File: src/rtl/pdgf_pkg.sv
// Shared types, constants and register codes for the PCM downmix, gain and fade block.
package pdgf_pkg;

    // Configuration port geometry and register indexes.
    localparam int CFG_IDX_W  = 3;
    localparam int CFG_DATA_W = 24;

    typedef enum logic [CFG_IDX_W-1:0] {
        CFG_CHANNEL_COUNT = 3'd0,
        CFG_SAMPLE_BYTES  = 3'd1,
        CFG_GAIN_Q12      = 3'd2,
        CFG_FADE_LENGTH   = 3'd3,
        CFG_CLIP_SAMPLES  = 3'd4
    } cfg_idx_t;

    // Format codes; every other code means mono or 8-bit.
    localparam logic [1:0] CH_STEREO = 2'd2;
    localparam logic [1:0] BYTES_16  = 2'd2;

    // Reset values of the configuration registers.
    localparam logic [1:0]  CHANNEL_COUNT_RST = 2'd1;
    localparam logic [1:0]  SAMPLE_BYTES_RST  = 2'd2;
    localparam logic [15:0] GAIN_Q12_RST      = 16'd4096;

    localparam int POSITION_WIDTH_DEF = 24;

    // Datapath widths. The gained magnitude is below 2^31 and a fade factor
    // is below the effective fade length, which fits in 24 bits.
    localparam int LEN_W    = 24;
    localparam int MAG_W    = 17;
    localparam int GAIN_W   = 16;
    localparam int M_W      = 31;
    localparam int FACT_W   = 24;
    localparam int HALF_W   = FACT_W / 2;
    localparam int PROD_W   = M_W + FACT_W;
    localparam int DIV_STEPS = M_W;
    localparam int CNT_W    = $clog2(DIV_STEPS);

    localparam int         Q_SHIFT     = 12;
    localparam logic [31:0] ROUND_BIAS = 32'd4095;
    localparam logic [19:0] SAT_NEG_MAG = 20'd32768;
    localparam logic [18:0] SAT_POS_MAX = 19'd32767;
    localparam logic [15:0] SAMPLE_MIN  = 16'h8000;
    localparam logic [15:0] SAMPLE_MAX  = 16'h7FFF;

    typedef struct packed {
        logic [1:0]        channel_count;
        logic [1:0]        sample_bytes;
        logic [GAIN_W-1:0] gain_q12;
        logic [LEN_W-1:0]  fade_length;
        logic [LEN_W-1:0]  clip_samples;
    } cfg_regs_t;

    typedef enum logic [2:0] {
        ST_IDLE,
        ST_GAIN,
        ST_MUL_LO,
        ST_MUL_HI,
        ST_DIV,
        ST_ROUND
    } state_t;

    typedef struct packed {
        logic capture;
        logic gain;
        logic mul_lo;
        logic mul_hi;
        logic div_step;
        logic load_out;
    } dp_cmd_t;

    typedef struct packed {
        logic fade_on;
    } dp_stat_t;

endpackage

File: src/rtl/pdgf_datapath.sv
// Datapath: frame decode, gain multiply, fade multiply, serial divide and saturation.
module pdgf_datapath
    import pdgf_pkg::*;
#(
    parameter int POSITION_WIDTH = POSITION_WIDTH_DEF
)
(
    input  logic               clk,
    input  logic               rst_n,
    input  logic [7:0]         frame_byte0,
    input  logic [7:0]         frame_byte1,
    input  logic [7:0]         frame_byte2,
    input  logic [7:0]         frame_byte3,
    input  logic               first_of_clip,
    input  cfg_regs_t          regs,
    input  dp_cmd_t            cmd,
    output dp_stat_t           stat,
    output logic signed [15:0] mono_sample,
    output logic               clipped
);

    localparam int PW = POSITION_WIDTH;
    localparam int TW = ((PW > LEN_W) ? PW : LEN_W) + 2;

    logic [PW-1:0]     pos_reg;
    logic [PW-1:0]     pos_cur_reg;
    logic [PW-1:0]     pos_start;
    logic [7:0]        b0_reg, b1_reg, b2_reg, b3_reg;
    logic [M_W-1:0]    m_reg;
    logic [M_W-1:0]    m_next;
    logic              neg_reg;
    logic [FACT_W-1:0] factor_reg;
    logic [FACT_W-1:0] factor_next;
    logic              fade_used_reg;
    logic [PROD_W-1:0] prod_reg;
    logic [PROD_W-1:0] prod_next;
    logic [15:0]       sample_reg;
    logic [15:0]       sample_next;
    logic              clipped_reg;
    logic              clipped_next;

    // Decode.
    logic signed [16:0] sum16;
    logic [8:0]         sum8;
    logic signed [15:0] x;
    logic [MAG_W-1:0]   mag;
    logic [MAG_W+GAIN_W-1:0] gain_prod;

    // Fade window.
    logic [LEN_W-1:0] f_eff;
    logic [TW-1:0]    pos_ext;
    logic [TW-1:0]    f_ext;
    logic [TW-1:0]    tail;
    logic             tail_neg;
    logic             pos_lt_f;
    logic             tail_lt_f;

    // Divide and final scaling.
    logic [FACT_W:0]   rem2;
    logic              q_bit;
    logic [FACT_W-1:0] rem_new;
    logic [M_W-1:0]    m_fin;
    logic [31:0]       bias_sum;
    logic [19:0]       q_neg;
    logic [18:0]       q_pos;

    assign pos_start = first_of_clip ? '0 : pos_reg;

    always_comb
    begin
        sum16 = 17'(signed'({b1_reg, b0_reg})) + 17'(signed'({b3_reg, b2_reg}));
        sum8  = 9'(b0_reg) + 9'(b1_reg);
        if (regs.channel_count == CH_STEREO)
        begin
            if (regs.sample_bytes == BYTES_16)
                x = sum16[16:1];
            else
                x = {sum8 ^ 9'h100, 7'b0};
        end
        else
        begin
            if (regs.sample_bytes == BYTES_16)
                x = {b1_reg, b0_reg};
            else
                x = {b0_reg ^ 8'h80, 8'b0};
        end
        mag       = x[15] ? (MAG_W'(0) - MAG_W'(x)) : MAG_W'(x);
        gain_prod = mag * regs.gain_q12;
        m_next    = gain_prod[M_W-1:0];
    end

    always_comb
    begin
        f_eff     = (regs.fade_length > (regs.clip_samples >> 1)) ?
                    (regs.clip_samples >> 1) : regs.fade_length;
        pos_ext   = TW'(pos_cur_reg);
        f_ext     = TW'(f_eff);
        tail      = TW'(regs.clip_samples) - TW'(1) - pos_ext;
        tail_neg  = tail[TW-1];
        pos_lt_f  = pos_ext < f_ext;
        tail_lt_f = tail_neg || (tail < f_ext);
        stat.fade_on = (f_eff != '0) && (pos_lt_f || tail_lt_f);
        if (pos_lt_f)
            factor_next = pos_ext[FACT_W-1:0];
        else if (tail_neg)
            factor_next = '0;
        else
            factor_next = tail[FACT_W-1:0];
    end

    // Restoring divide: the upper bits of prod_reg hold the partial remainder,
    // the lower bits shift dividend bits out and quotient bits in.
    always_comb
    begin
        rem2    = prod_reg[PROD_W-1 -: FACT_W+1];
        q_bit   = rem2 >= {1'b0, f_eff};
        rem_new = q_bit ? FACT_W'(rem2 - {1'b0, f_eff}) : rem2[FACT_W-1:0];
        prod_next = prod_reg;
        if (cmd.mul_lo)
            prod_next = PROD_W'(m_reg) * PROD_W'(factor_reg[HALF_W-1:0]);
        else if (cmd.mul_hi)
            prod_next = prod_reg +
                        ((PROD_W'(m_reg) * PROD_W'(factor_reg[FACT_W-1:HALF_W])) << HALF_W);
        else if (cmd.div_step)
            prod_next = {rem_new, prod_reg[M_W-2:0], q_bit};
    end

    always_comb
    begin
        m_fin    = fade_used_reg ? prod_reg[M_W-1:0] : m_reg;
        bias_sum = 32'(m_fin) + ROUND_BIAS;
        q_neg    = bias_sum[31:Q_SHIFT];
        q_pos    = m_fin[M_W-1:Q_SHIFT];
        if (neg_reg)
        begin
            clipped_next = q_neg > SAT_NEG_MAG;
            sample_next  = clipped_next ? SAMPLE_MIN : (16'h0 - q_neg[15:0]);
        end
        else
        begin
            clipped_next = q_pos > SAT_POS_MAX;
            sample_next  = clipped_next ? SAMPLE_MAX : q_pos[15:0];
        end
    end

    always_ff @(posedge clk or negedge rst_n)
    begin
        if (!rst_n)
            pos_reg <= '0;
        else if (cmd.capture)
            pos_reg <= pos_start + PW'(1);
    end

    always_ff @(posedge clk)
    begin
        if (cmd.capture)
        begin
            pos_cur_reg <= pos_start;
            b0_reg      <= frame_byte0;
            b1_reg      <= frame_byte1;
            b2_reg      <= frame_byte2;
            b3_reg      <= frame_byte3;
        end
        if (cmd.gain)
        begin
            m_reg         <= m_next;
            neg_reg       <= x[15];
            factor_reg    <= factor_next;
            fade_used_reg <= stat.fade_on;
        end
        prod_reg <= prod_next;
        if (cmd.load_out)
        begin
            sample_reg  <= sample_next;
            clipped_reg <= clipped_next;
        end
    end

    assign mono_sample = signed'(sample_reg);
    assign clipped     = clipped_reg;

endmodule

File: config.mk
export PLATFORM = sky130hd
export DESIGN_NAME = pdgf_datapath
export DESIGN_NICKNAME = d
export VERILOG_FILES = /design/src/rtl/pdgf_pkg.sv /design/src/rtl/pdgf_datapath.sv
export SDC_FILE = /design/constraint.sdc
export NUM_CORES = 2
export LEC_CHECK = 0
export ABC_AREA = 0
export BUFFER_PORTS_ARGS = -buffer_cell sky130_fd_sc_hd__clkbuf_2
export CAP_MARGIN = 25
export CORE_AREA = 2 2 325 327
export CTS_CLUSTER_DIAMETER = 200
export DETAILED_ROUTE_END_ITERATION = 12
export DIE_AREA = 0 0 327 329
export HOLD_SLACK_MARGIN = 0.02
export PLACE_DENSITY = 0.75
export SLEW_MARGIN = 15
export SYNTH_ARGS = -nofsm -noshare
export SYNTH_HDL_FRONTEND = slang
export SYNTH_SLANG_ARGS = --single-unit
File: constraint.sdc
create_clock -name clk -period 8.06 [get_ports clk]
set_input_delay 1.209 -clock clk [delete_from_list [all_inputs] [get_ports clk]]
set_output_delay 1.209 -clock clk [all_outputs]
set_load 0.01 [all_outputs]
* Word-level counts from Yosys, hierarchy flattened
Index checks and enable logic that the tools add are counted.
** Word-level totals
- Bits in registers :: 209
- Output and inout port bits :: 18
- Logic and storage cells :: 60
** Cells by class
- Add/subtract/negate cells :: 10
- Multiply operators :: 3
- Order comparisons :: 6
- Eq/ne operators :: 2
- Mux-type cells :: 17
- Bitwise operators :: 2
- Reduce and logical (&&, ||, !) cells :: 6
** Operator list (number)
- two-way mux 24 bit :: 5
- two-way mux 55 bit :: 2
- two-way mux 16 bit :: 6
- multiplier 31 x 12 -> 43 bit :: 2
- adder 55 bit :: 1
- two-way mux 43 bit :: 1
- adder 31 x 12 -> 32 bit (second input constant) :: 1
- multiplier 17 x 16 -> 31 bit :: 1
- two-way mux 31 bit :: 1
- < comparator 26 x 24 -> 1 bit :: 1
- subtractor 25 x 25 -> 26 bit :: 1
- >= comparator 25 x 24 -> 1 bit :: 1
- subtractor 24 x 1 -> 25 bit (second input constant) :: 1
- adder 24 x 1 -> 24 bit (second input constant) :: 1
- > comparator 24 x 23 -> 1 bit :: 1
- < comparator 24 bit :: 1
- nonzero test 24 bit :: 1
- subtractor 24 bit :: 1
- > comparator 20 x 16 -> 1 bit (second input constant) :: 1
- > comparator 19 x 15 -> 1 bit (second input constant) :: 1
- adder 16 x 16 -> 17 bit :: 1
- two-way mux 17 bit :: 1
- subtractor 1 x 16 -> 17 bit (first input constant) :: 1
- subtractor 1 x 16 -> 16 bit (first input constant) :: 1
- 8 further kinds :: 11

* Logic depth before layout (Yosys ltp)
- Depth in word-level cells :: 7
- Depth in mapped cells :: 38
- Mapped depth without buffers :: 36

* Worst setup path after synthesis
Ideal clock, no wire load.
- Kind :: in2reg
- Start point :: in regs[67] in the netlist's numbering
- End point :: reg m_reg[30], data pin
- Library setup time :: 261 ps
- Arrival :: 8858 ps
- Setup slack :: -1060 ps
- Cell stages on the path :: 32
- Path through :: nor2b_1 > nand2_1 > a21oi_1 > clkbuf_1 > inv_1 > ha_1 > nor2b_1 > and4_1 > a41oi_1 > xnor2_2 > buf_4 > nand2_1 > fa_1 > fa_1 > inv_1 > fa_1 > fa_1 > fa_1 > inv_1 > fa_1 > inv_1 > ha_1 > and2_1 > or2_2 > a21o_1 > a21oi_1 > nand2_1 > o21a_1 > a221o_1 > a311oi_1 > o21ai_0 > xnor2_1
** On the way
- Longest elaborated chain between the ends :: 5
** Ends and longest elaborated chain
- start, declared :: line pdgf_datapath.sv:15 : input cfg_regs_t regs,
- equality test 2 bit (*) :: line pdgf_datapath.sv:73 : if (regs.channel_count == CH_STEREO)
- two-way mux 16 bit (*) :: line pdgf_datapath.sv:73
- subtractor 1 x 16 -> 17 bit :: line pdgf_datapath.sv:87 : mag = x[15] ? (MAG_W'(0) - MAG_W'(x)) : MAG_W'(x);
- two-way mux 17 bit (*) :: line pdgf_datapath.sv:87
- multiplier 17 x 16 -> 31 bit (*) :: line pdgf_datapath.sv:88 : gain_prod = mag * regs.gain_q12;
- named net gain_prod[30] :: line pdgf_datapath.sv:47 : logic [MAG_W+GAIN_W-1:0] gain_prod;
- end signal, assigned :: line pdgf_datapath.sv:166 : m_reg <= m_next;
- end, declared :: line pdgf_datapath.sv:29 : logic [M_W-1:0] m_reg;
The timed path passes the listed nets; every way through them passes the cells marked *.
A chain may end at the register's enable or synchronous reset.

* Worst setup path in the final report
- Start point :: reg b0_reg[0]
- End point :: reg m_reg[30], data pin
** On the way
- Longest elaborated chain between the ends :: 7
- Elaborated cells between the ends (all ways) :: 9
- Those cells by class :: add/sub (3); mul (1); mux (4); bitwise (1)
** Ends and longest elaborated chain
- start, declared :: line pdgf_datapath.sv:28 : logic [7:0] b0_reg, b1_reg, b2_reg, b3_reg;
- start signal, assigned :: line pdgf_datapath.sv:159 : b0_reg <= frame_byte0;
- parallel branches: the longest is 3 deep, another holds adder 16 x 16 -> 17 bit
- two-way mux 16 bit (*) :: line pdgf_datapath.sv:73
- subtractor 1 x 16 -> 17 bit :: line pdgf_datapath.sv:87
- two-way mux 17 bit (*) :: line pdgf_datapath.sv:87
- multiplier 17 x 16 -> 31 bit (*) :: line pdgf_datapath.sv:88
- named net gain_prod[30] :: line pdgf_datapath.sv:47
Mark *: on every way through the listed nets, which the timed path passes.

==> impl_metrics.ini <==
[routing]
drt_wl_total_um = 131400
drc = 0
first_pass_iters = 5
drt_iter0_drc = 2747
vias_per_cell = 5.559
num_vias = 40480
ant_nets = 0
avgRoutedWirePerCell_um = 18.04

[run_status]
violations = setup timing
outcome = finished with violations

[global_route]
grt_usage_pct = 24.38
grt_max_degree = 62
grt_pass1_vias = 41760
antenna_found_initial = 0
grt_pass1_wl_um = 213000
gr-total-overflow = 0

[setup_path]
slowest_stage = fa_1
r2r_cells = 36
criticalPathCategory = flip-flop to flip-flop
critPathLaunchType = flip-flop
worstPathRequired_ns = 8.38
critPathMaxFanout = 8
worstPathArrival_ns = 8.81
cpMostUsedCell = fa_1
endpoint_kind = flip-flop
cpPeakStageDelay_ns = 0.52

[floorplanning]
start_util_pct = 46.53
fp.dieW_um = 327
die_height_um = 329
ios = 127
rows = 119
dieArea_mm2 = 0.1076
fp.coreArea_mm2 = 0.1044

[timing]
relSlewSlack_pct = 30.91
min_period_ns = 8.489
slew_violations = 0
hold_viol_final = 0
fin_crit_sh_pct = 105.3
setup_ws_ns = -0.4295
setup_viol = 9
tightest_slew_ns = 1.035
clock_skew_ns = 0.04024
grt_setup_unrepaired = true
max_freq_mhz = 117.8

[logic_synthesis]
ys.flop_type = edfxtp_1
ys_types = 110
synth.avg_cell_area_um2 = 8.843
synthCells = 5492
synth_edf_count = 173
ys_warn_count = 0
synth-seq-area-share_pct = 12.43
synth_seq_cells = 209
async_flop_share_pct = 11.48
syn-cell-area_mm2 = 0.04856

[clock_tree]
ctsHoldBuffers = 0
clkSinkCount = 209
clk_pin_slew_ns = 0.06
htree_num_levels = 1
clk_latency_ns = 0.61
cts_tree = yes
clockBufferDepth = 3
cts_root_buffer = clkbuf_16
numCtsBuffers = 26

[cells_and_area]
layout.nets = 7215
final_common_cell = nand2_1
utilization_pct = 53.20
most-common-layout-cells = 857 x nand2_1, 843 x inv_1, 787 x fa_1
fillers = 9186
drive_above_1_share_pct = 14.50
largest_reg_flops = 55
areaGrowthSynthToFinish_pct = 14.34
num_antenna_cells = 0

[hold_path]
hold_path_depth = 1
hold_class = flip-flop to flip-flop

[job]
drv_cap = 0

[placement]
io_buffers = 126
routabilityCongestion = 0.9731
hpwl_um = 108200
[critical path: cells and delay by family, from the launching register on]
kind | cells | cell delay (ns)
AND/OR/NAND/NOR | 5 | 0.57
XOR/XNOR | 2 | 0.31
flip-flops | 1 | 0.40
AO/OA/AOI/OAI | 12 | 2.41
buffers and inverters | 8 | 0.91
adder cells (fa/ha/maj) | 9 | 3.66
[final cells by class]
type / instances / area, um^2 / share of cell area (%)
Clock buffer: 30 / 665.6 / 1.199
Clock inverter: 17 / 256.5 / 0.4619
Inverter: 850 / 3191 / 5.746
Multi-Input combinational cell: 4198 / 39240 / 70.67
Sequential cell: 209 / 6036 / 10.87
Tap cell: 1391 / 1740 / 3.134
Timing Repair Buffer: 587 / 4399 / 7.922
[kinds of logic after synthesis]
| family | share of synthesized area (%) |
|---|---|
| muxes | 1.072 |
| xor gates and xnor gates | 4.274 |
| adders and majority gates | 44.04 |
| AOI/OAI and AO/OA | 12.14 |
| other | 0.01546 |
| buffers and inverters | 8.688 |
| DFF | 12.43 |
| and+or+nand+nor | 17.35 |
[layer usage]
| layer | share of wire [%] | GRT usage (%) | vias to the layer above |
|---|---|---|---|
| met4 | 4.6 | 9.882 | 0 |
| met2 | 50 | 42.83 | 1419 |
| met5 | 0 | 0 | - |
| li1 | - | - | 18530 |
| met1 | 39 | 30.95 | 20240 |
| met3 | 6.3 | 2.264 | 301 |
[path summary, 6_finish.rpt]
| path | from | end | slack [ns] |
|---|---|---|---|
| max | b0_reg[0]$_DFFE_PP_ | m_reg[30]$_DFFE_PP_ | -0.43 |
| min | pos_reg[1]$_DFFE_PN0P_ | pos_reg[1]$_DFFE_PN0P_ | 0.53 |
| max reg2reg | b0_reg[0]$_DFFE_PP_ | m_reg[30]$_DFFE_PP_ | -0.43 |
| min reg2reg | pos_reg[1]$_DFFE_PN0P_ | pos_reg[1]$_DFFE_PN0P_ | 0.53 |
| max in group asynchronous | rst_n | pos_reg[9]$_DFFE_PN0P_ | 7.02 |
| min in group asynchronous | rst_n | pos_reg[19]$_DFFE_PN0P_ | 0.62 |
[metrics by stage]
| stage | setup WS, ns | setup TNS [ns] | area, um^2 | hold WS [ns] | cells |
|---|---|---|---|---|---|
| 2_1_floorplan | -0.4635 | -1.567 | 48830 | 0.4869 | 5507 |
| 3_3_place_gp | -0.9445 | -7.516 | 53630 | 0.5008 | 7202 |
| 3_5_place_dp | -0.9709 | -8.941 | 53630 | 0.5128 | 7202 |
| 4_1_cts | -0.4167 | -1.907 | 54960 | 0.5260 | 7265 |
| 5_1_grt | -0.8324 | -5.824 | 55530 | 0.5695 | 7282 |
| 6_report | -0.4295 | -1.894 | 55530 | 0.5302 | 7282 |
[Yosys cell counts, types with 10 or more instances]
library cell  count  area, um^2
mux2i_1          36       360.4
xnor2_1         150        1314
mux2_2           13       146.4
a31oi_1          26       162.7
o21ai_0         146       730.7
a22o_1           27       236.5
nand3_1          50       250.2
or3_1            27       168.9
ha_1            442        5530
a21o_1          120       900.9
nand2_1         864        3243
o21a_1           35       262.8
nor2_1          218       818.3
a211oi_1         44       330.3
clkbuf_1        218       818.3
a22oi_1          12       90.09
o21bai_1         23       172.7
o31ai_1          21       157.7
dfrtp_1          24       600.6
inv_1           849        3187
nand4_1          48       300.3
a211o_1          11       96.34
or2_2            10       62.56
buf_2            11       55.05
and2_1          348        2177
xor2_1           77       674.4
fa_1            792       15860
o211ai_1         37       277.8
a21oi_1         258        1291
and3_1           16       100.1
edfxtp_1        173        5195
nand2b_1         25       156.4
nor4_1           23       143.9
nor3_1           52       260.3
nor2b_1          44       275.3
dfxtp_1          12       240.2
o22ai_1          16       100.1
[timing repair]
item,CTS,global route
setup endpoints to repair,17,28
setup buffers,16,19
pin swaps,40,96
resized for setup,57,96
cloned,0,1
Power is left out: the tool's default activity adds up to more than one toggle a clock period on the data nets, which glitch-free logic cannot reach.
