$ cat src/rtl/pdgf_pkg.sv
// Shared types, constants and register codes for the PCM downmix, gain and fade block.
package pdgf_pkg;

    // Configuration port geometry and register indexes.
    localparam int CFG_IDX_W  = 3;
    localparam int CFG_DATA_W = 24;

    typedef enum logic [CFG_IDX_W-1:0] {
        CFG_CHANNEL_COUNT = 3'd0,
        CFG_SAMPLE_BYTES  = 3'd1,
        CFG_GAIN_Q12      = 3'd2,
        CFG_FADE_LENGTH   = 3'd3,
        CFG_CLIP_SAMPLES  = 3'd4
    } cfg_idx_t;

    // Format codes; every other code means mono or 8-bit.
    localparam logic [1:0] CH_STEREO = 2'd2;
    localparam logic [1:0] BYTES_16  = 2'd2;

    // Reset values of the configuration registers.
    localparam logic [1:0]  CHANNEL_COUNT_RST = 2'd1;
    localparam logic [1:0]  SAMPLE_BYTES_RST  = 2'd2;
    localparam logic [15:0] GAIN_Q12_RST      = 16'd4096;

    localparam int POSITION_WIDTH_DEF = 24;

    // Datapath widths. The gained magnitude is below 2^31 and a fade factor
    // is below the effective fade length, which fits in 24 bits.
    localparam int LEN_W    = 24;
    localparam int MAG_W    = 17;
    localparam int GAIN_W   = 16;
    localparam int M_W      = 31;
    localparam int FACT_W   = 24;
    localparam int HALF_W   = FACT_W / 2;
    localparam int PROD_W   = M_W + FACT_W;
    localparam int DIV_STEPS = M_W;
    localparam int CNT_W    = $clog2(DIV_STEPS);

    localparam int         Q_SHIFT     = 12;
    localparam logic [31:0] ROUND_BIAS = 32'd4095;
    localparam logic [19:0] SAT_NEG_MAG = 20'd32768;
    localparam logic [18:0] SAT_POS_MAX = 19'd32767;
    localparam logic [15:0] SAMPLE_MIN  = 16'h8000;
    localparam logic [15:0] SAMPLE_MAX  = 16'h7FFF;

    typedef struct packed {
        logic [1:0]        channel_count;
        logic [1:0]        sample_bytes;
        logic [GAIN_W-1:0] gain_q12;
        logic [LEN_W-1:0]  fade_length;
        logic [LEN_W-1:0]  clip_samples;
    } cfg_regs_t;

    typedef enum logic [2:0] {
        ST_IDLE,
        ST_GAIN,
        ST_MUL_LO,
        ST_MUL_HI,
        ST_DIV,
        ST_ROUND
    } state_t;

    typedef struct packed {
        logic capture;
        logic gain;
        logic mul_lo;
        logic mul_hi;
        logic div_step;
        logic load_out;
    } dp_cmd_t;

    typedef struct packed {
        logic fade_on;
    } dp_stat_t;

endpackage

$ cat src/rtl/pdgf_ctrl.sv
// Controller state machine that sequences decode, gain, fade multiply and divide.
module pdgf_ctrl
    import pdgf_pkg::*;
(
    input  logic     clk,
    input  logic     rst_n,
    input  logic     in_valid,
    output logic     in_ready,
    output logic     out_valid,
    input  logic     out_ready,
    input  dp_stat_t stat,
    output dp_cmd_t  cmd
);

    state_t           state_reg;
    state_t           state_next;
    logic [CNT_W-1:0] cnt_reg;
    logic [CNT_W-1:0] cnt_next;
    logic             out_valid_reg;
    logic             out_valid_next;
    logic             out_free;
    logic             div_last;

    assign out_free = !out_valid_reg || out_ready;
    assign div_last = (cnt_reg == CNT_W'(DIV_STEPS - 1));

    always_comb
    begin
        state_next = state_reg;
        case (state_reg)
            ST_IDLE:
            begin
                if (in_valid)
                    state_next = ST_GAIN;
            end
            ST_GAIN:
            begin
                state_next = stat.fade_on ? ST_MUL_LO : ST_ROUND;
            end
            ST_MUL_LO: state_next = ST_MUL_HI;
            ST_MUL_HI: state_next = ST_DIV;
            ST_DIV:
            begin
                if (div_last)
                    state_next = ST_ROUND;
            end
            ST_ROUND:
            begin
                if (out_free)
                    state_next = ST_IDLE;
            end
            default: state_next = ST_IDLE;
        endcase
    end

    always_comb
    begin
        cmd            = '0;
        in_ready       = 1'b0;
        cnt_next       = cnt_reg;
        out_valid_next = out_valid_reg && !out_ready;
        case (state_reg)
            ST_IDLE:
            begin
                in_ready    = 1'b1;
                cmd.capture = in_valid;
            end
            ST_GAIN:   cmd.gain   = 1'b1;
            ST_MUL_LO: cmd.mul_lo = 1'b1;
            ST_MUL_HI:
            begin
                cmd.mul_hi = 1'b1;
                cnt_next   = '0;
            end
            ST_DIV:
            begin
                cmd.div_step = 1'b1;
                cnt_next     = cnt_reg + CNT_W'(1);
            end
            ST_ROUND:
            begin
                cmd.load_out = out_free;
                if (out_free)
                    out_valid_next = 1'b1;
            end
            default: cmd = '0;
        endcase
    end

    assign out_valid = out_valid_reg;

    always_ff @(posedge clk or negedge rst_n)
    begin
        if (!rst_n)
        begin
            state_reg     <= ST_IDLE;
            cnt_reg       <= '0;
            out_valid_reg <= 1'b0;
        end
        else
        begin
            state_reg     <= state_next;
            cnt_reg       <= cnt_next;
            out_valid_reg <= out_valid_next;
        end
    end

endmodule

$ cat config.mk
export PLATFORM = sky130hd
export DESIGN_NAME = pdgf_ctrl
export DESIGN_NICKNAME = d
export VERILOG_FILES = /design/src/rtl/pdgf_pkg.sv /design/src/rtl/pdgf_ctrl.sv
export SDC_FILE = /design/constraint.sdc
export NUM_CORES = 1
export LEC_CHECK = 0
export BUFFER_PORTS_ARGS = -buffer_cell sky130_fd_sc_hd__buf_2
export CELL_PAD_IN_SITES_DETAIL_PLACEMENT = 1
export CELL_PAD_IN_SITES_GLOBAL_PLACEMENT = 1
export CORE_MARGIN = 8
export CORE_UTILIZATION = 25
export DETAILED_ROUTE_END_ITERATION = 10
export GPL_TIMING_DRIVEN = 0
export MAX_ROUTING_LAYER = met4
export PLACE_DENSITY_LB_ADDON = 0.1
export SLEW_MARGIN = 25
export SYNTH_ARGS = -nofsm -noshare
export SYNTH_HDL_FRONTEND = slang
export SYNTH_SLANG_ARGS = --single-unit
$ cat constraint.sdc
create_clock -name clk -period 1.3 [get_ports clk]
set_clock_uncertainty 0.1 [all_clocks]
set_input_delay 0.13 -clock clk [delete_from_list [all_inputs] [get_ports clk]]
set_output_delay 0.13 -clock clk [all_outputs]
set_load 0.03 [all_outputs]
* Word-level counts from Yosys, hierarchy flattened *
Cells that the tools add are included.

storage, ports and cells
  output and inout bits = 8
  register bits = 9

cells by class
  reductions and logical operators = 7
  $add $sub $neg = 1
  equality and inequality tests = 9
  multiplexer cells = 15

operators by type and width
  cell                                                                    count
  3-bit case mux with 6 select lines                                      1
  3-bit 2-to-1 mux                                                        4
  5-bit case mux with 2 select lines                                      1
  1-bit 2-to-1 mux                                                        9
  3-bit by 2-bit equality test with 1-bit output (second input constant)  2
  3-bit equality test (second input constant)                             2
  2-bit != test (second input constant)                                   3
  5-bit by 1-bit adder with 5-bit output (second input constant)          1
  5-bit equality test (second input constant)                             1
  3-bit by 1-bit equality test with 1-bit output (second input constant)  1
  3-bit logical NOT                                                       1
  3-bit AND reduction                                                     1
  1-bit logical NOT                                                       2
  2-bit nonzero test                                                      1
  1-bit logical AND                                                       1
  1-bit logical OR                                                        1

* Logic depth before layout (Yosys ltp) *
Gate-level depths: netlist of the first run.

  depth after elaboration = 4
  depth in mapped cells = 6
  depth with buffers taken out = 5

* Worst setup path after synthesis of the first run *
OpenSTA, ideal clock, no wires.

  path kind = flip-flop to output port
  start = register state_reg[0]
  end = output port cmd[5] (netlist bit)
  data required time = 1.070 ns
  data arrival time = 1.668 ns
  path slack = -0.598 ns
  cell stages (with the launch flop) = 4
  buffers on the path = 1
  cell sequence = dfrtp_1 -> clkbuf_1 -> nor3_1 -> and2_1

RTL lines
  item                      line              text
  start: declaration        pdgf_ctrl.sv:15   state_t state_reg;
  start signal: assignment  pdgf_ctrl.sv:102  state_reg <= state_next;
  end: declaration          pdgf_ctrl.sv:12   output dp_cmd_t cmd

==> reports/qor.tcl, run 1 <==
set qor(groute.layer.met1.usage_pct) 8.72
set qor(synth_commonest_cells) {dfrtp_1, nand2_1, mux2i_1}
set qor(share_of_flip_flops_with_an_asynchronous_set_or_reset_pct) 100
set qor(die_height_um) 61.7
set qor(cp_slowest_stage_delay_ns) 0.40
set qor(grt_overflow_total) 0
set qor(power.ir.vdd_worst_mv) 1.07
set qor(sequence_of_cells_on_the_critical_path) {or3b_1 > buf_6 > inv_8 > buf_6}
set qor(met3_usage_pct) 1.85
set qor(timing_worst_setup_path_type) {reg -> out}
set qor(synth.avg_cell_area_sq_um) 9.51
set qor(detailroute.via_count) 497
set qor(post-route-drc-count) 0
set qor(timing.critical_path.arrival_ns) 1.32
set qor(worstHoldPathCells) 3
set qor(floorplan.die_area_sq_um) 3810
set qor(drive_gt1_share_pct) 50.0
set qor(worstPathMaxFanout) 4
set qor(cts_htree_levels) 1
set qor(avgRoutedWirePerCell_um) 12.6
set qor(instances_no_fill) 109
set qor(final_cycle_share_pct) 120
set qor(ys_seq_elements) 9
set qor(final_max_slew_viols) 0
set qor(num_rows) 16
set qor(synth_warnings) 0
set qor(detail_route.wirelength_um) 1370
set qor(tritoncts_clock_tree) {yes}
set qor(timing.slew.headroom_pct) 85.6
set qor(worstHoldPathType) {in -> reg}
set qor(cts_bufs_inserted) 3
set qor(top_ports) 13
set qor(yosys_most_used_dff) {dfrtp_1}
set qor(core_area_sq_um) 1960
set qor(cp.required_ns) 1.07
set qor(clock_tree.buffer_depth) 2
set qor(finalWorstSetupSlack_ns) -0.254
set qor(static-leakage-power_nw) 0.442
set qor(grt_pass1_wl_um) 2380
set qor(postSynthCellCount) 55
set qor(synthDominantAreaCellType) {dfrtp_1}
set qor(post-dp-hpwl_um) 913
set qor(final.min_clock_period_ns) 1.55
set qor(synth_sequential_area_ratio_pct) 43.1
set qor(antenna_violating_nets_post_route) 0
set qor(floorplan.initialDensity_pct) 26.7
set qor(grtUsageMet2_pct) 15.7
set qor(place_worst_setup_slack_ns) -0.183
set qor(number_of_antenna_violations_at_the_first_check_in_global_routing) 0
set qor(grt_max_degree) 10
set qor(drt_pre_antenna_iters) 2
set qor(largest_register_ff_count) 5
set qor(grtUsageTotal_pct) 9.19
set qor(max_cap_viol_count) 0
set qor(number_of_cells_on_the_worst_reg_to_reg_path) 6
set qor(synth_edf_count) 0
set qor(clk_transition_reported_paths_ns) 0.07
set qor(worst-slew-pin-transition_ns) 0.217
set qor(synth_most_common_cell) {dfrtp_1}
set qor(setup.worst_path.start_class) {flip-flop}
set qor(count_of_nets_after_finishing) 90
set qor(ctsRootBufferMaster) {clkbuf_4}
set qor(initialDrtViolationCount) 3
set qor(placed_cells_incl_taps) 94
set qor(power_density_nw_per_um2) 2520
set qor(clk-insertion-delay-late_ns) 0.26
set qor(netlist_area_sq_um) 523
set qor(fin_setup_tns_ns) -2.20
set qor(numPortBuffers) 12
set qor(cp_capture_point) {cmd[1]}
set qor(antenna_diode_count) 0
set qor(critical_path.most_common_cell) {buf_6}
set qor(end_of_the_worst_register_to_register_path) {state_reg[0]$_DFFE_PN0P_}
set qor(reg2reg_setup_slack_ns) -0.23
set qor(place_congestion) 0.651
set qor(status) {complete, but fails checks}
set qor(critical-path-slowest-cell) {dfrtp_2}
set qor(final-setup-viol-count) 13
set qor(netlist-cell-type-count) 23
set qor(area_growth_pct) 63.9
set qor(synthDominantCellAreaShare_pct) 43.1
set qor(first_global_vias) 517
set qor(netlist_top_cells_area) {dfrtp_1, mux2i_1, ha_1, buf_6, nand3b_1}
set qor(rsz0062_at_grt) {yes}
set qor(dieWidth_um) 61.7
set qor(violations_in_the_final_reports) {negative setup slack}
set qor(clkSinkCount) 9
set qor(critical_path.reg2reg.startpoint) {state_reg[2]$_DFFE_PN0P_}
set qor(via_density_per_instance) 4.56
set qor(synth.net_count) 62
set qor(endpoint_kind) {output port}
set qor(maxClockFrequency_mhz) 643
set qor(worstSetupStartpoint) {state_reg[2]$_DFFE_PN0P_}
set qor(finalHoldViolCount) 0
set qor(globalRoute.busiestLayer) {met2}
[through the flow]
stage / hold slack (ns) / cell area (sq um) / power [mW] / utilization [%]
2_1_floorplan: -0.266 / 553 / 1.26 / -
3_3_place_gp: -0.0996 / 647 / 1.48 / 33.0
3_5_place_dp: -0.101 / 647 / 1.50 / 33.0
4_1_cts: 0.0427 / 827 / 2.11 / 42.2
5_1_grt: 0.0574 / 857 / 2.33 / 43.7
6_report: 0.0505 / 857 / 2.16 / 43.7
[cells in the final DEF (no fill, tap or decap), drive strengths merged]
cell type,synthesis,layout
a21o,1,1
a21oi,2,2
and2,1,1
buf,2,24
clkbuf,2,6
dfrtp,9,9
dlygate4sd3,0,1
ha,2,2
inv,4,4
mux2i,4,4
nand2,5,5
nand2b,2,2
nand3,2,2
nand3b,3,3
nand4,3,3
nor2,3,3
nor2b,1,1
nor3,1,1
nor3b,1,1
o21ai,3,3
o21bai,1,1
or3,1,1
or3b,2,2
[final cells by class]
class,instances,area (sq um)
Buffer,3,38.8
Timing Repair Buffer,24,204
Sequential cell,9,226
Tap cell,27,33.8
Fill cell,235,1100
Inverter,4,22.5
Clock buffer,4,26.3
Multi-Input combinational cell,38,305
[critical path, delay by kind of cell (launching register included)]
kind,cells,cell delay (ns)
AND/OR/NAND/NOR,1,0.37
buffers and inverters,3,0.29
flip-flops,1,0.40
[cell families after synthesis]
| logic type | after synthesis | share of synthesized area [%] |
|---|---|---|
| flops | 9 | 43.1 |
| buf+inv | 8 | 9.57 |
| mux | 4 | 7.66 |
| compound gates | 7 | 7.66 |
| simple gates | 25 | 27.3 |
| fa+ha+maj | 2 | 4.78 |
[worst min-delay path by stage]
stage,start,to
3_3_place_gp,rst_n,cnt_reg[0]$_DFFE_PN0P_
2_1_floorplan,rst_n,cnt_reg[0]$_DFFE_PN0P_
3_5_place_dp,rst_n,cnt_reg[0]$_DFFE_PN0P_
6_report,stat,state_reg[1]$_DFFE_PN0P_
4_1_cts,stat,state_reg[1]$_DFFE_PN0P_
5_1_grt,stat,state_reg[1]$_DFFE_PN0P_
[power by group]
| part | total, mW | switching [mW] | internal [mW] |
|---|---|---|---|
| clock network | 0.224 | 0.106 | 0.119 |
| logic | 1.42 | 0.688 | 0.728 |
| registers | 0.522 | 0.119 | 0.403 |
| total | 2.16 | 0.913 | 1.25 |
[routing by layer]
| layer | up-vias | routed length [um] |
|---|---|---|
| met3 | 2 | 20 |
| met2 | 5 | 790 |
| li1 | 245 | - |
| met4 | 0 | 34 |
| met5 | - | 0 |
| met1 | 245 | 524 |
[what timing repair did]
item	in CTS	in global routing
hold buffers	1	0
gates resized for setup	21	10
setup endpoints to repair	13	13
endpoints found under the hold margin	9	0
setup buffers	10	1
pin swaps	4	4
No activity file was read; power rests on OpenSTA's default activity.
==> run 2: changes to the inputs <==
Settings changed: GPL_TIMING_DRIVEN 0 to default.
==> run 2 against run 1 <==
  * The run still ends with negative setup slack left
  * First-iteration DRC count is 33% higher
  * Critical path depth is 1 lower
  * Non-clock buffer count is 3 higher
  * Worst hold slack better by 0.025 ns
  * Critical path type unchanged
  * Critical endpoint unchanged
  * Largest cell class unchanged
  * Highest routed layer unchanged
==> reports/qor.tcl, run 2 (same netlist as run 1, synthesis figures left out) <==
set qor(antenna_violating_nets_post_route) 0 ;# unchanged
set qor(top_ports) 13 ;# unchanged
set qor(max_cap_viol_count) 0 ;# unchanged
set qor(count_of_nets_after_finishing) 93 ;# +3.3%
set qor(floorplan.initialDensity_pct) 26.7 ;# unchanged
set qor(rsz0062_at_grt) {yes}
set qor(end_of_the_worst_register_to_register_path) {state_reg[0]$_DFFE_PN0P_}
set qor(detail_route.wirelength_um) 1480 ;# +8.0%
set qor(die_height_um) 61.7 ;# unchanged
set qor(clkSinkCount) 9 ;# unchanged
set qor(worstSetupStartpoint) {state_reg[1]$_DFFE_PN0P_}
set qor(via_density_per_instance) 4.43 ;# -2.9%
set qor(worstHoldPathType) {in -> reg}
set qor(place_worst_setup_slack_ns) -0.142 ;# +0.0411 ns
set qor(drt_pre_antenna_iters) 2 ;# unchanged
set qor(static-leakage-power_nw) 0.472 ;# +6.6%
set qor(placed_cells_incl_taps) 97 ;# +3.2%
set qor(place_congestion) 0.701 ;# +7.6%
set qor(cp.required_ns) 1.07 ;# about the same
set qor(timing.critical_path.arrival_ns) 1.27 ;# -0.05 ns
set qor(grt_pass1_wl_um) 2550 ;# +7.3%
set qor(tritoncts_clock_tree) {yes}
set qor(grt_max_degree) 10 ;# unchanged
set qor(post-dp-hpwl_um) 992 ;# +8.6%
set qor(num-fill-cells) 250 ;# +6.4%
set qor(initialDrtViolationCount) 4 ;# +1
set qor(grt_overflow_total) 0 ;# unchanged
set qor(final_max_slew_viols) 0 ;# unchanged
set qor(clk_transition_reported_paths_ns) 0.06 ;# about the same
set qor(dieWidth_um) 61.7 ;# unchanged
set qor(timing_worst_setup_path_type) {reg -> out}
set qor(cts_bufs_inserted) 3 ;# unchanged
set qor(layout_commonest_cell) {buf_6}
set qor(power.ir.vdd_worst_mv) 1.14 ;# +6.1%
set qor(clk-insertion-delay-late_ns) 0.26 ;# about the same
set qor(number_of_antenna_violations_at_the_first_check_in_global_routing) 0 ;# unchanged
set qor(numPortBuffers) 12 ;# unchanged
set qor(worstPathMaxFanout) 2 ;# -2
set qor(area_growth_pct) 69.6
set qor(holdWs_ns) 0.0750 ;# +0.0246 ns
set qor(maxClockFrequency_mhz) 665 ;# +3.3%
set qor(post-route-drc-count) 0 ;# unchanged
set qor(detailroute.via_count) 496 ;# -0.20%
set qor(reg2reg_setup_slack_ns) -0.18 ;# +0.05 ns
set qor(first_global_vias) 556 ;# +7.5%
set qor(cts_htree_levels) 1 ;# unchanged
set qor(finalWorstSetupSlack_ns) -0.205 ;# +0.0496 ns
set qor(final_cycle_share_pct) 116 ;# -3.8 points
set qor(ctsRootBufferMaster) {clkbuf_4}
set qor(layout_common_cells) {buf_6, buf_4, dfrtp_1}
set qor(clock_tree.buffer_depth) 2 ;# unchanged
set qor(final-setup-viol-count) 11 ;# -2
set qor(finalHoldViolCount) 0 ;# unchanged
set qor(status) {complete, but fails checks}
set qor(violations_in_the_final_reports) {negative setup slack}
set qor(critical_path.reg2reg.startpoint) {state_reg[2]$_DFFE_PN0P_}
set qor(power_mw) 2.24 ;# +3.7%
set qor(drive_gt1_share_pct) 54.1 ;# +4.1 points
set qor(num_rows) 16 ;# unchanged
set qor(largest_register_ff_count) 5 ;# unchanged
set qor(power_density_nw_per_um2) 2530 ;# +0.21%
set qor(instances_no_fill) 112 ;# +2.8%
set qor(cp_capture_point) {cmd[1]}
set qor(final.min_clock_period_ns) 1.50 ;# -0.0496 ns
set qor(antenna_diode_count) 0 ;# unchanged
set qor(endpoint_kind) {output port}
set qor(setup.worst_path.start_class) {flip-flop}
set qor(worst-slew-pin-transition_ns) 0.222 ;# +0.00555 ns
set qor(number_of_cells_on_the_worst_reg_to_reg_path) 5 ;# -1
set qor(grtUsageTotal_pct) 9.61 ;# +0.42 points
set qor(timing.slew.headroom_pct) 85.2 ;# -0.37 points
set qor(core_area_sq_um) 1960 ;# unchanged
set qor(floorplan.die_area_sq_um) 3810 ;# unchanged
set qor(avgRoutedWirePerCell_um) 13.2 ;# +5.1%
[run 2: cell types whose count changed in the layout (fill, tap and decap cells not counted), sizes merged]
cell	change
buf	+5
clkbuf	-2
[run 2: metrics by stage]
stage	utilization [%]	TNS [ns]	cell area [sq um]
3_5_place_dp	34.0	-0.681	667
4_1_cts	42.2	-1.78	827
6_report	45.2	-1.59	887
5_1_grt	45.2	-2.30	887
2_1_floorplan	-	-0.564	553
3_3_place_gp	34.0	-0.502	667
[run 2: how the worst min path moves through the flow]
stage,start,end,slack [ns],depth (start not counted)
floorplan,rst_n,cnt_reg[0]$_DFFE_PN0P_,-0.27,0
global placement,rst_n,cnt_reg[0]$_DFFE_PN0P_,-0.10,1
detailed placement,rst_n,cnt_reg[0]$_DFFE_PN0P_,-0.10,1
CTS,stat,state_reg[1]$_DFFE_PN0P_,0.07,3
global route,stat,state_reg[1]$_DFFE_PN0P_,0.09,3
finish,stat,state_reg[1]$_DFFE_PN0P_,0.08,3
[run 2: routing by layer]
layer / share of wire (%) / vias to the layer above / GRT usage, %
li1: - / 249 / -
met1: 40 / 240 / 9.54
met2: 56 / 5 / 16.5
met3: 1.6 / 2 / 1.23
met4: 1.8 / 0 / 7.79
met5: 0 / - / -
[run 2: area by class of cell]
cell class,instances,area [sq um],share of cell area (%)
Multi-Input combinational cell,38,318,35.8
Timing Repair Buffer,30,262,29.5
Sequential cell,9,225,25.4
Tap cell,27,33.8,3.81
Clock buffer,4,26.3,2.96
Inverter,4,22.5,2.54
[run 2: what timing repair did]
action,CTS,global route
cloned,1,0
endpoints found under the setup margin,13,13
endpoints found under the hold margin,9,0
setup buffers,7,2
gates resized for setup,20,14
hold buffers,1,0
pin swaps,5,5
[run 2: worst max-delay path: stages (launching register included)]
cell and delay (ns):
dfrtp_1 0.39, or3b_4 0.44, inv_8 0.07, buf_6 0.12
[run 2: power breakdown]
| part | switching, mW | internal (mW) | total [mW] |
|---|---|---|---|
| clock | 0.0991 | 0.118 | 0.217 |
| combinational | 0.753 | 0.769 | 1.52 |
| sequential | 0.103 | 0.400 | 0.503 |
